**src/rtl/mste_ram.sv**
```systemverilog
// ----------------------------------------------------------------------------
// mste_ram
// Generic single write, single read RAM with registered read data.
// ----------------------------------------------------------------------------
`default_nettype none

module mste_ram #(
  parameter int unsigned WIDTH = 8,
  parameter int unsigned DEPTH = 16
) (
  input  wire logic                     clk,
  input  wire logic                     we,
  input  wire logic [$clog2(DEPTH)-1:0] waddr,
  input  wire logic [WIDTH-1:0]         wdata,
  input  wire logic [$clog2(DEPTH)-1:0] raddr,
  output logic      [WIDTH-1:0]         rdata
);

  logic [WIDTH-1:0] mem [DEPTH];

  always_ff @(posedge clk) begin
    if (we) begin
      mem[waddr] <= wdata;
    end
    rdata <= mem[raddr];
  end

endmodule

`default_nettype wire

```
**src/rtl/mste_height_file.sv**
```systemverilog
// ----------------------------------------------------------------------------
// mste_height_file
// Per-stack height store: RAM plus valid bits, unwritten entries read as zero.
// ----------------------------------------------------------------------------
`default_nettype none

module mste_height_file #(
  parameter int unsigned NUM_STACKS = 16,
  parameter int unsigned WIDTH      = 8
) (
  input  wire logic                          clk,
  input  wire logic                          rst,
  input  wire logic                          we,
  input  wire logic [$clog2(NUM_STACKS)-1:0] waddr,
  input  wire logic [WIDTH-1:0]              wdata,
  input  wire logic [$clog2(NUM_STACKS)-1:0] raddr,
  output logic      [WIDTH-1:0]              rdata
);

  logic [NUM_STACKS-1:0] valid;
  logic                  valid_q;
  logic [WIDTH-1:0]      ram_rdata;

  mste_ram #(
    .WIDTH (WIDTH),
    .DEPTH (NUM_STACKS)
  ) u_ram (
    .clk   (clk),
    .we    (we),
    .waddr (waddr),
    .wdata (wdata),
    .raddr (raddr),
    .rdata (ram_rdata)
  );

  always_ff @(posedge clk) begin
    if (rst) begin
      valid   <= '0;
      valid_q <= 1'b0;
    end else begin
      if (we) begin
        valid[waddr] <= 1'b1;
      end
      valid_q <= (raddr < NUM_STACKS) && valid[raddr];
    end
  end

  assign rdata = valid_q ? ram_rdata : '0;

endmodule

`default_nettype wire

```
**config.mk**
```make
export PLATFORM = sky130hd
export DESIGN_NAME = mste_height_file
export DESIGN_NICKNAME = d
export VERILOG_FILES = /design/src/rtl/mste_ram.sv /design/src/rtl/mste_height_file.sv
export SDC_FILE = /design/constraint.sdc
export NUM_CORES = 1
export LEC_CHECK = 0
export ABC_AREA = 0
export BUFFER_PORTS_ARGS = -buffer_cell sky130_fd_sc_hd__buf_2
export CAP_MARGIN = 15
export CORE_ASPECT_RATIO = 1.5
export CORE_MARGIN = 5
export CORE_UTILIZATION = 60
export CTS_CLUSTER_DIAMETER = 200
export DETAILED_ROUTE_END_ITERATION = 6
export GPL_TIMING_DRIVEN = 1
export PLACE_DENSITY = 0.78
export SLEW_MARGIN = 0
export SYNTH_ARGS = -nofsm -noshare
export SYNTH_HDL_FRONTEND = slang
export SYNTH_HIERARCHICAL = 1
export SYNTH_SLANG_ARGS = --single-unit
```
**constraint.sdc**
```tcl
create_clock -name clk -period 1.9 [get_ports clk]
set_input_delay 0.19 -clock clk [delete_from_list [all_inputs] [get_ports clk]]
set_output_delay 0.19 -clock clk [all_outputs]
set_load 0.01 [all_outputs]
```
==> impl_metrics.toml <==
[status]
status = "finished clean"

[yosys]
syn_nets = 332
synth.yosys.seq_area_share = 0.736
synth_edf_count = 128
syn_area_mm2 = 0.00590
syn_area_per_cell_um2 = 18.8
synth.ff_latch_count = 153
netlist_instances = 313
async_flop_share = 0
yosysWarnings = 6
synthTopCellsByArea = "edfxtp_1, dfxtp_1, mux4_2"
synth_top_cell_by_area = "edfxtp_1"
synth_flop_cell = "edfxtp_1"
ys_types = 30
synth.top_cell.area_share = 0.652

[worst_setup_path]
cp_data_arrival_time_ns = 1.16
path_max_fanout = 8
path_class = "flop to output port"
r2r-end = "u_ram/rdata[3]$_DFF_P_"
worstSetupEndpointType = "output port"
r2r_slack_ns = 0.56
reg2regPathDepth = 3
r2r_start = "u_ram/mem[5][3]$_DFFE_PP_"
start_kind = "flop"
required_ns = 1.71
startpoint = "valid_q$_SDFF_PP0_"

[die]
coreArea_mm2 = 0.00963
num_io_pins = 27
die_h_um = 131
start_util = 0.612
fp.dieArea_mm2 = 0.0120
die_w_um = 91.0
rows = 44

[drt]
antenna_left = 0
wire_per_inst_um = 23.0
wirelength_um = 11400
dr.first_iter.drc_count = 315
viasPerCell = 6.20
drc = 0
vias = 3077
firstDrtPassIters = 4

[power]
power_density_mw_per_mm2 = 1080
irDropWorstVdd_v = 0.000805
total_power_uw = 7430
leakage_uw = 0.00243

[clock_tree]
clkLatencyLatePin_ns = 0.41
cts.clk_slew.worst_paths_ns = 0.06
post_cts_buffers = 0
cts_tree = "yes"
htree_levels = 4
cts_resized = 0
clock_tree.root_cell = "clkbuf_16"
clockBufferDepth = 2
ctsHoldBuffers = 0
cts_buffers = 17
cts.sinks = 153

[sta]
finalSetupTns_ns = 0
final_hold_viol_count = 0
rsz0062_at_grt = "no"
finalClockSkew_ns = 0.00756
period_share = 0.713
drv_slew = 0
setup_viol = 0
min_period_ns = 1.35
slew_headroom = 0.667
worstMarginPinSlew_ns = 0.499
max_freq_mhz = 738

[grt]
overflow = 0
grt_pass1_wl_um = 18000
grt_max_degree = 39
antenna_found_initial = 0
track_usage = 0.203
grt_pass1_vias = 3266

[place]
io_buffers = 26
dpl.cell_count = 464
hpwl_um = 7500
place_area_mm2 = 0.00627
place.gp.congestion = 0.822

[hold_path]
hold_depth = 3
hold_path_class = "input port to flop"
hold_end = "valid_q$_SDFF_PP0_"
min_from = "raddr[3]"

[layout]
num_antenna_cells = 0
final_area_mm2 = 0.00687
mostFrequentLayoutCells = "edfxtp_1, nor2_1, buf_2"
stdcell_count = 496
areaGrowthSynthToFinish_pct = 16.4
layout_commonest_cell = "edfxtp_1"
utilization = 0.713
nets = 387
drive_above_1_share = 0.255

[flow_run]
drv_cap = 0
-- metrics by stage --
stage / setup slack (ns) / hold slack [ns]
floorplan: 0.217 / 0.289
detailed placement: 0.245 / 0.460
CTS: 0.510 / 0.0936
finish: 0.545 / 0.122
global route: 0.456 / 0.109
global placement: 0.274 / 0.447
-- area by class of cell --
class	instances	area [µm²]
Clock buffer	23	478
Fill cell	571	2770
Clock inverter	9	123
Tap cell	115	144
Multi-Input combinational cell	144	1440
Inverter	3	11.3
Timing Repair Buffer	49	328
Sequential cell	153	4340
-- worst max-delay path, stage by stage (launching register included) --
cell     delay, ns
dfxtp_1       0.46
and2_1        0.18
buf_2         0.13
-- where the power goes --
part | internal (µW) | total, µW | switching [µW]
registers | 3720 | 3750 | 29.0
clock network | 2160 | 3320 | 1170
logic | 151 | 358 | 206
total | 6030 | 7430 | 1400
-- cell families after synthesis --
kind of cell | Yosys count | share of synthesized area
muxes | 38 | 0.146
DFF | 153 | 0.736
and+or+nand+nor | 70 | 0.0571
buffers and inverters | 16 | 0.0197
AOI/OAI and AO/OA | 36 | 0.0405
-- state kept, by name (all words and copies together) (netlist names) --
register	count
u_ram/mem	128
u_ram/rdata	8
valid	16
valid_q	1
-- cells in the mapped netlist (2+ instances only) --
library cell,count
and2_1,10
dfxtp_1,25
buf_2,3
a21oi_1,10
buf_6,4
a31oi_1,7
nor2_1,30
a22oi_1,16
nor3_1,4
clkbuf_1,2
mux2i_1,3
nand3_1,3
and3_1,3
mux4_1,15
mux4_2,19
edfxtp_1,128
inv_1,3
nand2_1,10
clkdlybuf4s25_2,3
nand3b_1,2
nand2b_1,2
nor2b_1,3
-- per-layer routing --
metal  GRT usage  routed length [µm]
met1       0.243                4270
met2       0.352                6360
met3      0.0561                 558
met4      0.0734                 211
met5           0                   0
-- worst max path at each step --
stage               slack (ns)  depth (start not counted)                        end
floorplan                 0.22                          2  u_ram/mem[0][0]$_DFFE_PP_
global placement          0.27                          5     u_ram/rdata[5]$_DFF_P_
detailed placement        0.25                          5     u_ram/rdata[3]$_DFF_P_
CTS                       0.51                          2                   rdata[3]
global route              0.46                          2                   rdata[3]
finish                    0.55                          2                   rdata[3]
No activity file was read; power rests on OpenSTA's default activity.
