==> config.mk <==
export PLATFORM = sky130hd
export DESIGN_NAME = mste_ram
export DESIGN_NICKNAME = d
export VERILOG_FILES = /design/src/rtl/mste_ram.sv
export SDC_FILE = /design/constraint.sdc
export NUM_CORES = 1
export LEC_CHECK = 0
export BUFFER_PORTS_ARGS = -buffer_cell sky130_fd_sc_hd__buf_2
export CAP_MARGIN = 10
export CORE_AREA = 2 2 110 90
export CTS_BUF_LIST = sky130_fd_sc_hd__clkbuf_4 sky130_fd_sc_hd__clkbuf_8
export DETAILED_ROUTE_END_ITERATION = 16
export DIE_AREA = 0 0 112 92
export PLACE_DENSITY = 0.87
export SLEW_MARGIN = 20
export SYNTH_ARGS = -nofsm -noshare
export SYNTH_HDL_FRONTEND = slang
export SYNTH_SLANG_ARGS = --single-unit
==> constraint.sdc <==
create_clock -name clk -period 1.49 [get_ports clk]
set_input_delay 0 -clock clk [delete_from_list [all_inputs] [get_ports clk]]
set_output_delay 0 -clock clk [all_outputs]
set_load 0.1 [all_outputs]
==> src/rtl/mste_ram.sv <==
// ----------------------------------------------------------------------------
// mste_ram
// Generic single write, single read RAM with registered read data.
// ----------------------------------------------------------------------------
`default_nettype none

module mste_ram #(
  parameter int unsigned WIDTH = 8,
  parameter int unsigned DEPTH = 16
) (
  input  wire logic                     clk,
  input  wire logic                     we,
  input  wire logic [$clog2(DEPTH)-1:0] waddr,
  input  wire logic [WIDTH-1:0]         wdata,
  input  wire logic [$clog2(DEPTH)-1:0] raddr,
  output logic      [WIDTH-1:0]         rdata
);

  logic [WIDTH-1:0] mem [DEPTH];

  always_ff @(posedge clk) begin
    if (we) begin
      mem[waddr] <= wdata;
    end
    rdata <= mem[raddr];
  end

endmodule

`default_nettype wire

==> impl_results.html <==
<table>
<tr><th>Metric</th><th>Value</th></tr>
<tr><th colspan="2">Run status</th></tr>
<tr><td>Outcome</td><td>completed</td></tr>
<tr><th colspan="2">Layout</th></tr>
<tr><td>Area Overhead vs Synth</td><td>17.23%</td></tr>
<tr><td>Area of all placed cells without fillers</td><td>6035 um^2</td></tr>
<tr><td>Count of inserted antenna diode cells</td><td>0</td></tr>
<tr><td>Commonest non-fill, non-tap cell in the layout</td><td>edfxtp_1</td></tr>
<tr><td>Filler Cell Count</td><td>638</td></tr>
<tr><td>Total number of nets in the final design</td><td>312</td></tr>
<tr><td>Commonest cells after routing, fill and taps aside</td><td>edfxtp_1 (128), buf_2 (25), buf_4 (20)</td></tr>
<tr><td>Fraction of layout cells with a size suffix above 1</td><td>32.25%</td></tr>
<tr><td>Layout Utilization</td><td>64.41%</td></tr>
<tr><th colspan="2">Synthesis</th></tr>
<tr><td>Number of nets in the synthesized netlist</td><td>247</td></tr>
<tr><td>Post-synthesis cell type count</td><td>19</td></tr>
<tr><td>Sequential element share of the synthesized area</td><td>77.78%</td></tr>
<tr><td>Synthesis warning total</td><td>0</td></tr>
<tr><td>Share of the synthesized area in the top cell type</td><td>74.67%</td></tr>
<tr><td>Cell accounting for the most synthesized area</td><td>edfxtp_1</td></tr>
<tr><td>Summed instance area of the synthesized netlist</td><td>5147 um^2</td></tr>
<tr><td>Area contributors post-synth</td><td>edfxtp_1 (75%), mux4_2 (7.9%), mux4_1 (7.1%), dfxtp_1 (3.1%), a22oi_1 (2.3%)</td></tr>
<tr><td>Mean post-synth cell area</td><td>22.48 um^2</td></tr>
<tr><td>Synthesized flop and latch total</td><td>136</td></tr>
<tr><td>Cell count after synthesis</td><td>229</td></tr>
<tr><th colspan="2">CTS</th></tr>
<tr><td>Post-CTS setup buffers</td><td>0</td></tr>
<tr><td>Cell chosen for the clock root</td><td>clkbuf_8</td></tr>
<tr><td>TritonCTS clock tree</td><td>done</td></tr>
<tr><td>Clock-pin transition on the worst setup and hold timing paths</td><td>0.08 ns</td></tr>
<tr><td>CTS buffer count</td><td>17</td></tr>
<tr><td>Clock latency at the later pin of the worst-skew pair</td><td>0.43 ns</td></tr>
<tr><td>Maximum buffer depth of the clock tree</td><td>2</td></tr>
<tr><td>Post-cts resize count</td><td>0</td></tr>
<tr><td>Level count of the clock H-tree</td><td>4</td></tr>
<tr><td>Total of hold buffers inserted after clock tree synthesis</td><td>8</td></tr>
<tr><td>Clock Sink Count</td><td>136</td></tr>
<tr><th colspan="2">Worst setup path</th></tr>
<tr><td>Required time of the worst setup path</td><td>1.79 ns</td></tr>
<tr><td>Terminus of the critical flop-to-flop path</td><td>rdata[4]</td></tr>
<tr><td>WS Path Type</td><td>flop to flop</td></tr>
<tr><td>Cell depth of the worst flop-to-flop path</td><td>3</td></tr>
<tr><td>CP Launch Type</td><td>flop</td></tr>
<tr><td>Stage delay of the slowest cell on the critical path</td><td>0.51 ns</td></tr>
<tr><td>Arrival time worst endpoint</td><td>1.70 ns</td></tr>
<tr><td>Endpoint type of the worst setup path</td><td>flop</td></tr>
<tr><td>Chain of cells forming the critical path</td><td>mux4_1 &gt; a22oi_1 &gt; nand2_1</td></tr>
<tr><td>Maximum fanout encountered on the critical timing path</td><td>1</td></tr>
<tr><td>Library cell contributing the largest single delay on the critical path</td><td>mux4_1</td></tr>
<tr><td>Worst reg2reg path startpoint</td><td>mem[8][4]</td></tr>
<tr><td>Worst setup slack for register-to-register paths</td><td>0.09 ns</td></tr>
<tr><th colspan="2">STA</th></tr>
<tr><td>Peak Freq</td><td>715.5 MHz</td></tr>
<tr><td>Accumulated negative setup slack</td><td>0 ns</td></tr>
<tr><td>Slack of the critical path</td><td>0.09245 ns</td></tr>
<tr><td>Final setup viols</td><td>0</td></tr>
<tr><td>Normalized max-slew margin</td><td>67.66%</td></tr>
<tr><td>Tightest Pin Transition</td><td>0.4884 ns</td></tr>
<tr><td>Fraction of the cycle the final worst path needs</td><td>93.80%</td></tr>
<tr><td>Final period demand of the worst path</td><td>1.398 ns</td></tr>
<tr><td>Hold violation count in the final report</td><td>0</td></tr>
<tr><td>Final setup skew</td><td>0.01102 ns</td></tr>
<tr><td>Final Max Slew Viols</td><td>0</td></tr>
<tr><td>RSZ-0062 raised after global routing</td><td>false</td></tr>
<tr><th colspan="2">Global routing</th></tr>
<tr><td>First-pass GRT wire length</td><td>14.18 mm</td></tr>
<tr><td>Initial antenna violation count</td><td>0</td></tr>
<tr><td>Global Route Usage Sum</td><td>19.59%</td></tr>
<tr><td>Leftover overflow at the end of global routing</td><td>0</td></tr>
<tr><td>Pin count of the biggest net entering global routing</td><td>33</td></tr>
<tr><td>Vias in the first global route</td><td>2,512</td></tr>
<tr><th colspan="2">Routing</th></tr>
<tr><td>Via Count</td><td>2,418</td></tr>
<tr><td>Number of violations reported at the end of detailed-routing iteration 0</td><td>222</td></tr>
<tr><td>Met2 layer wire length in the routed design</td><td>4.606 mm</td></tr>
<tr><td>Metal-1 WL</td><td>3.996 mm</td></tr>
<tr><td>Detail-routed via count per cell</td><td>5.676</td></tr>
<tr><td>Top routing layer used</td><td>met4</td></tr>
<tr><td>Total length of routed wires</td><td>9.293 mm</td></tr>
<tr><td>Antenna-violating nets left</td><td>0</td></tr>
<tr><td>Wire per inst</td><td>21.81 um</td></tr>
<tr><td>Total iterations of the first detailed-routing run</td><td>4</td></tr>
<tr><td>DRC errors left</td><td>0</td></tr>
<tr><td>Routed wl met3</td><td>607 um</td></tr>
<tr><th colspan="2">Worst hold path</th></tr>
<tr><td>Number of cells on the worst hold path</td><td>4</td></tr>
<tr><td>Capture endpoint of the worst hold path</td><td>rdata[1]</td></tr>
<tr><td>Worst hold path class</td><td>input port to flop</td></tr>
<tr><td>Hold path start</td><td>raddr[2]</td></tr>
<tr><th colspan="2">Placement</th></tr>
<tr><td>Count of port buffers added during placement</td><td>25</td></tr>
<tr><td>Routability-driven placement congestion ratio</td><td>0.7472</td></tr>
<tr><td>Detailed Place HPWL</td><td>6.162 mm</td></tr>
<tr><td>Placement-stage worst setup slack</td><td>0.03366 ns</td></tr>
<tr><td>Placed cell area</td><td>5550 um^2</td></tr>
<tr><th colspan="2">Floorplanning</th></tr>
<tr><td>I/O pin total</td><td>26</td></tr>
<tr><td>Overall die height</td><td>92 um</td></tr>
<tr><td>Effective utilization at floorplan</td><td>54.94%</td></tr>
<tr><td>Area of the die</td><td>10,300 um^2</td></tr>
<tr><td>Floorplan row count</td><td>32</td></tr>
<tr><td>Width of the die</td><td>112 um</td></tr>
<tr><td>Std-Cell Core Area</td><td>9369 um^2</td></tr>
<tr><th colspan="2">Power and ir drop</th></tr>
<tr><td>Pwr Total</td><td>7.892 mW</td></tr>
<tr><td>Reported leakage power</td><td>2.067 nW</td></tr>
<tr><td>PD cells</td><td>1308 nW/um^2</td></tr>
<tr><td>IR Drop Worst-Case VDD</td><td>0.7194 mV</td></tr>
<tr><th colspan="2">Run</th></tr>
<tr><td>Max cap viols</td><td>0</td></tr>
</table>
[cells in the mapped netlist]
cell type,instances
nand3b_1,2
mux4_2,18
nand2b_1,2
a22oi_1,16
mux4_1,14
nor2b_1,1
dfxtp_1,8
and2b_1,1
nand3_1,1
buf_2,3
and2_1,1
buf_4,1
nor2_1,13
nor3_1,4
or3b_2,1
buf_6,3
clkdlybuf4s25_2,3
nand2_1,9
edfxtp_1,128
[worst max-delay path: cells and delay by family, from the launching register on]
kind / cells / cell delay [ns]
flip-flops: 1 / 0.36
multiplexers: 1 / 0.51
AO/OA/AOI/OAI: 1 / 0.32
AND/OR/NAND/NOR: 1 / 0.08
[sequential cells by signal (all words and copies together), names as in the netlist]
signal and cells:
mem 128, rdata 8
[how the worst max path moves through the flow]
| stage | start | endpoint | slack [ns] | cells past startpoint |
|---|---|---|---|---|
| 3_5_place_dp | raddr[0] | rdata[4] | 0.03 | 5 |
| 6_report | mem[8][4] | rdata[4] | 0.09 | 3 |
| 3_3_place_gp | raddr[0] | rdata[1] | 0.05 | 5 |
| 5_1_grt | mem[10][4] | rdata[4] | 0.002 | 3 |
| 4_1_cts | mem[8][4] | rdata[4] | 0.05 | 3 |
| 2_1_floorplan | waddr[2] | mem[3][0] | 0.22 | 2 |
[final cells by class]
cell class	instances	area, um^2	area share, %
Tap cell	119	148.9	2.467
Clock inverter	13	155.1	2.571
Timing Repair Buffer	56	415.4	6.884
Clock buffer	19	249.0	4.126
Sequential cell	136	4004	66.35
Multi-Input combinational cell	83	1062	17.60
[layer usage]
layer	vias to the layer above	GRT usage, %
li1	1102	-
met1	1215	27.20
met2	94	30.05
met3	7	5.750
met4	0	7.419
met5	-	0
[cell families after synthesis]
kind of cell,synth area share (%)
muxes,15.02
DFF,77.78
buffers and inverters,1.677
AOI/OAI and AO/OA,2.334
and+or+nand+nor,3.184
[power breakdown]
part	internal [mW]	switching, mW	total [mW]
sequential	4.27	0.0256	4.30
combinational	0.195	0.406	0.601
clock	1.68	1.31	2.99
[per-stage QoR]
step,std cells,hold WS [ns]
5_1_grt,426,0.07626
4_1_cts,426,0.05751
3_5_place_dp,386,0.4009
2_1_floorplan,229,0.09887
6_report,426,0.07656
3_3_place_gp,386,0.3865
Note: power is estimated with default switching activity, not from simulation.
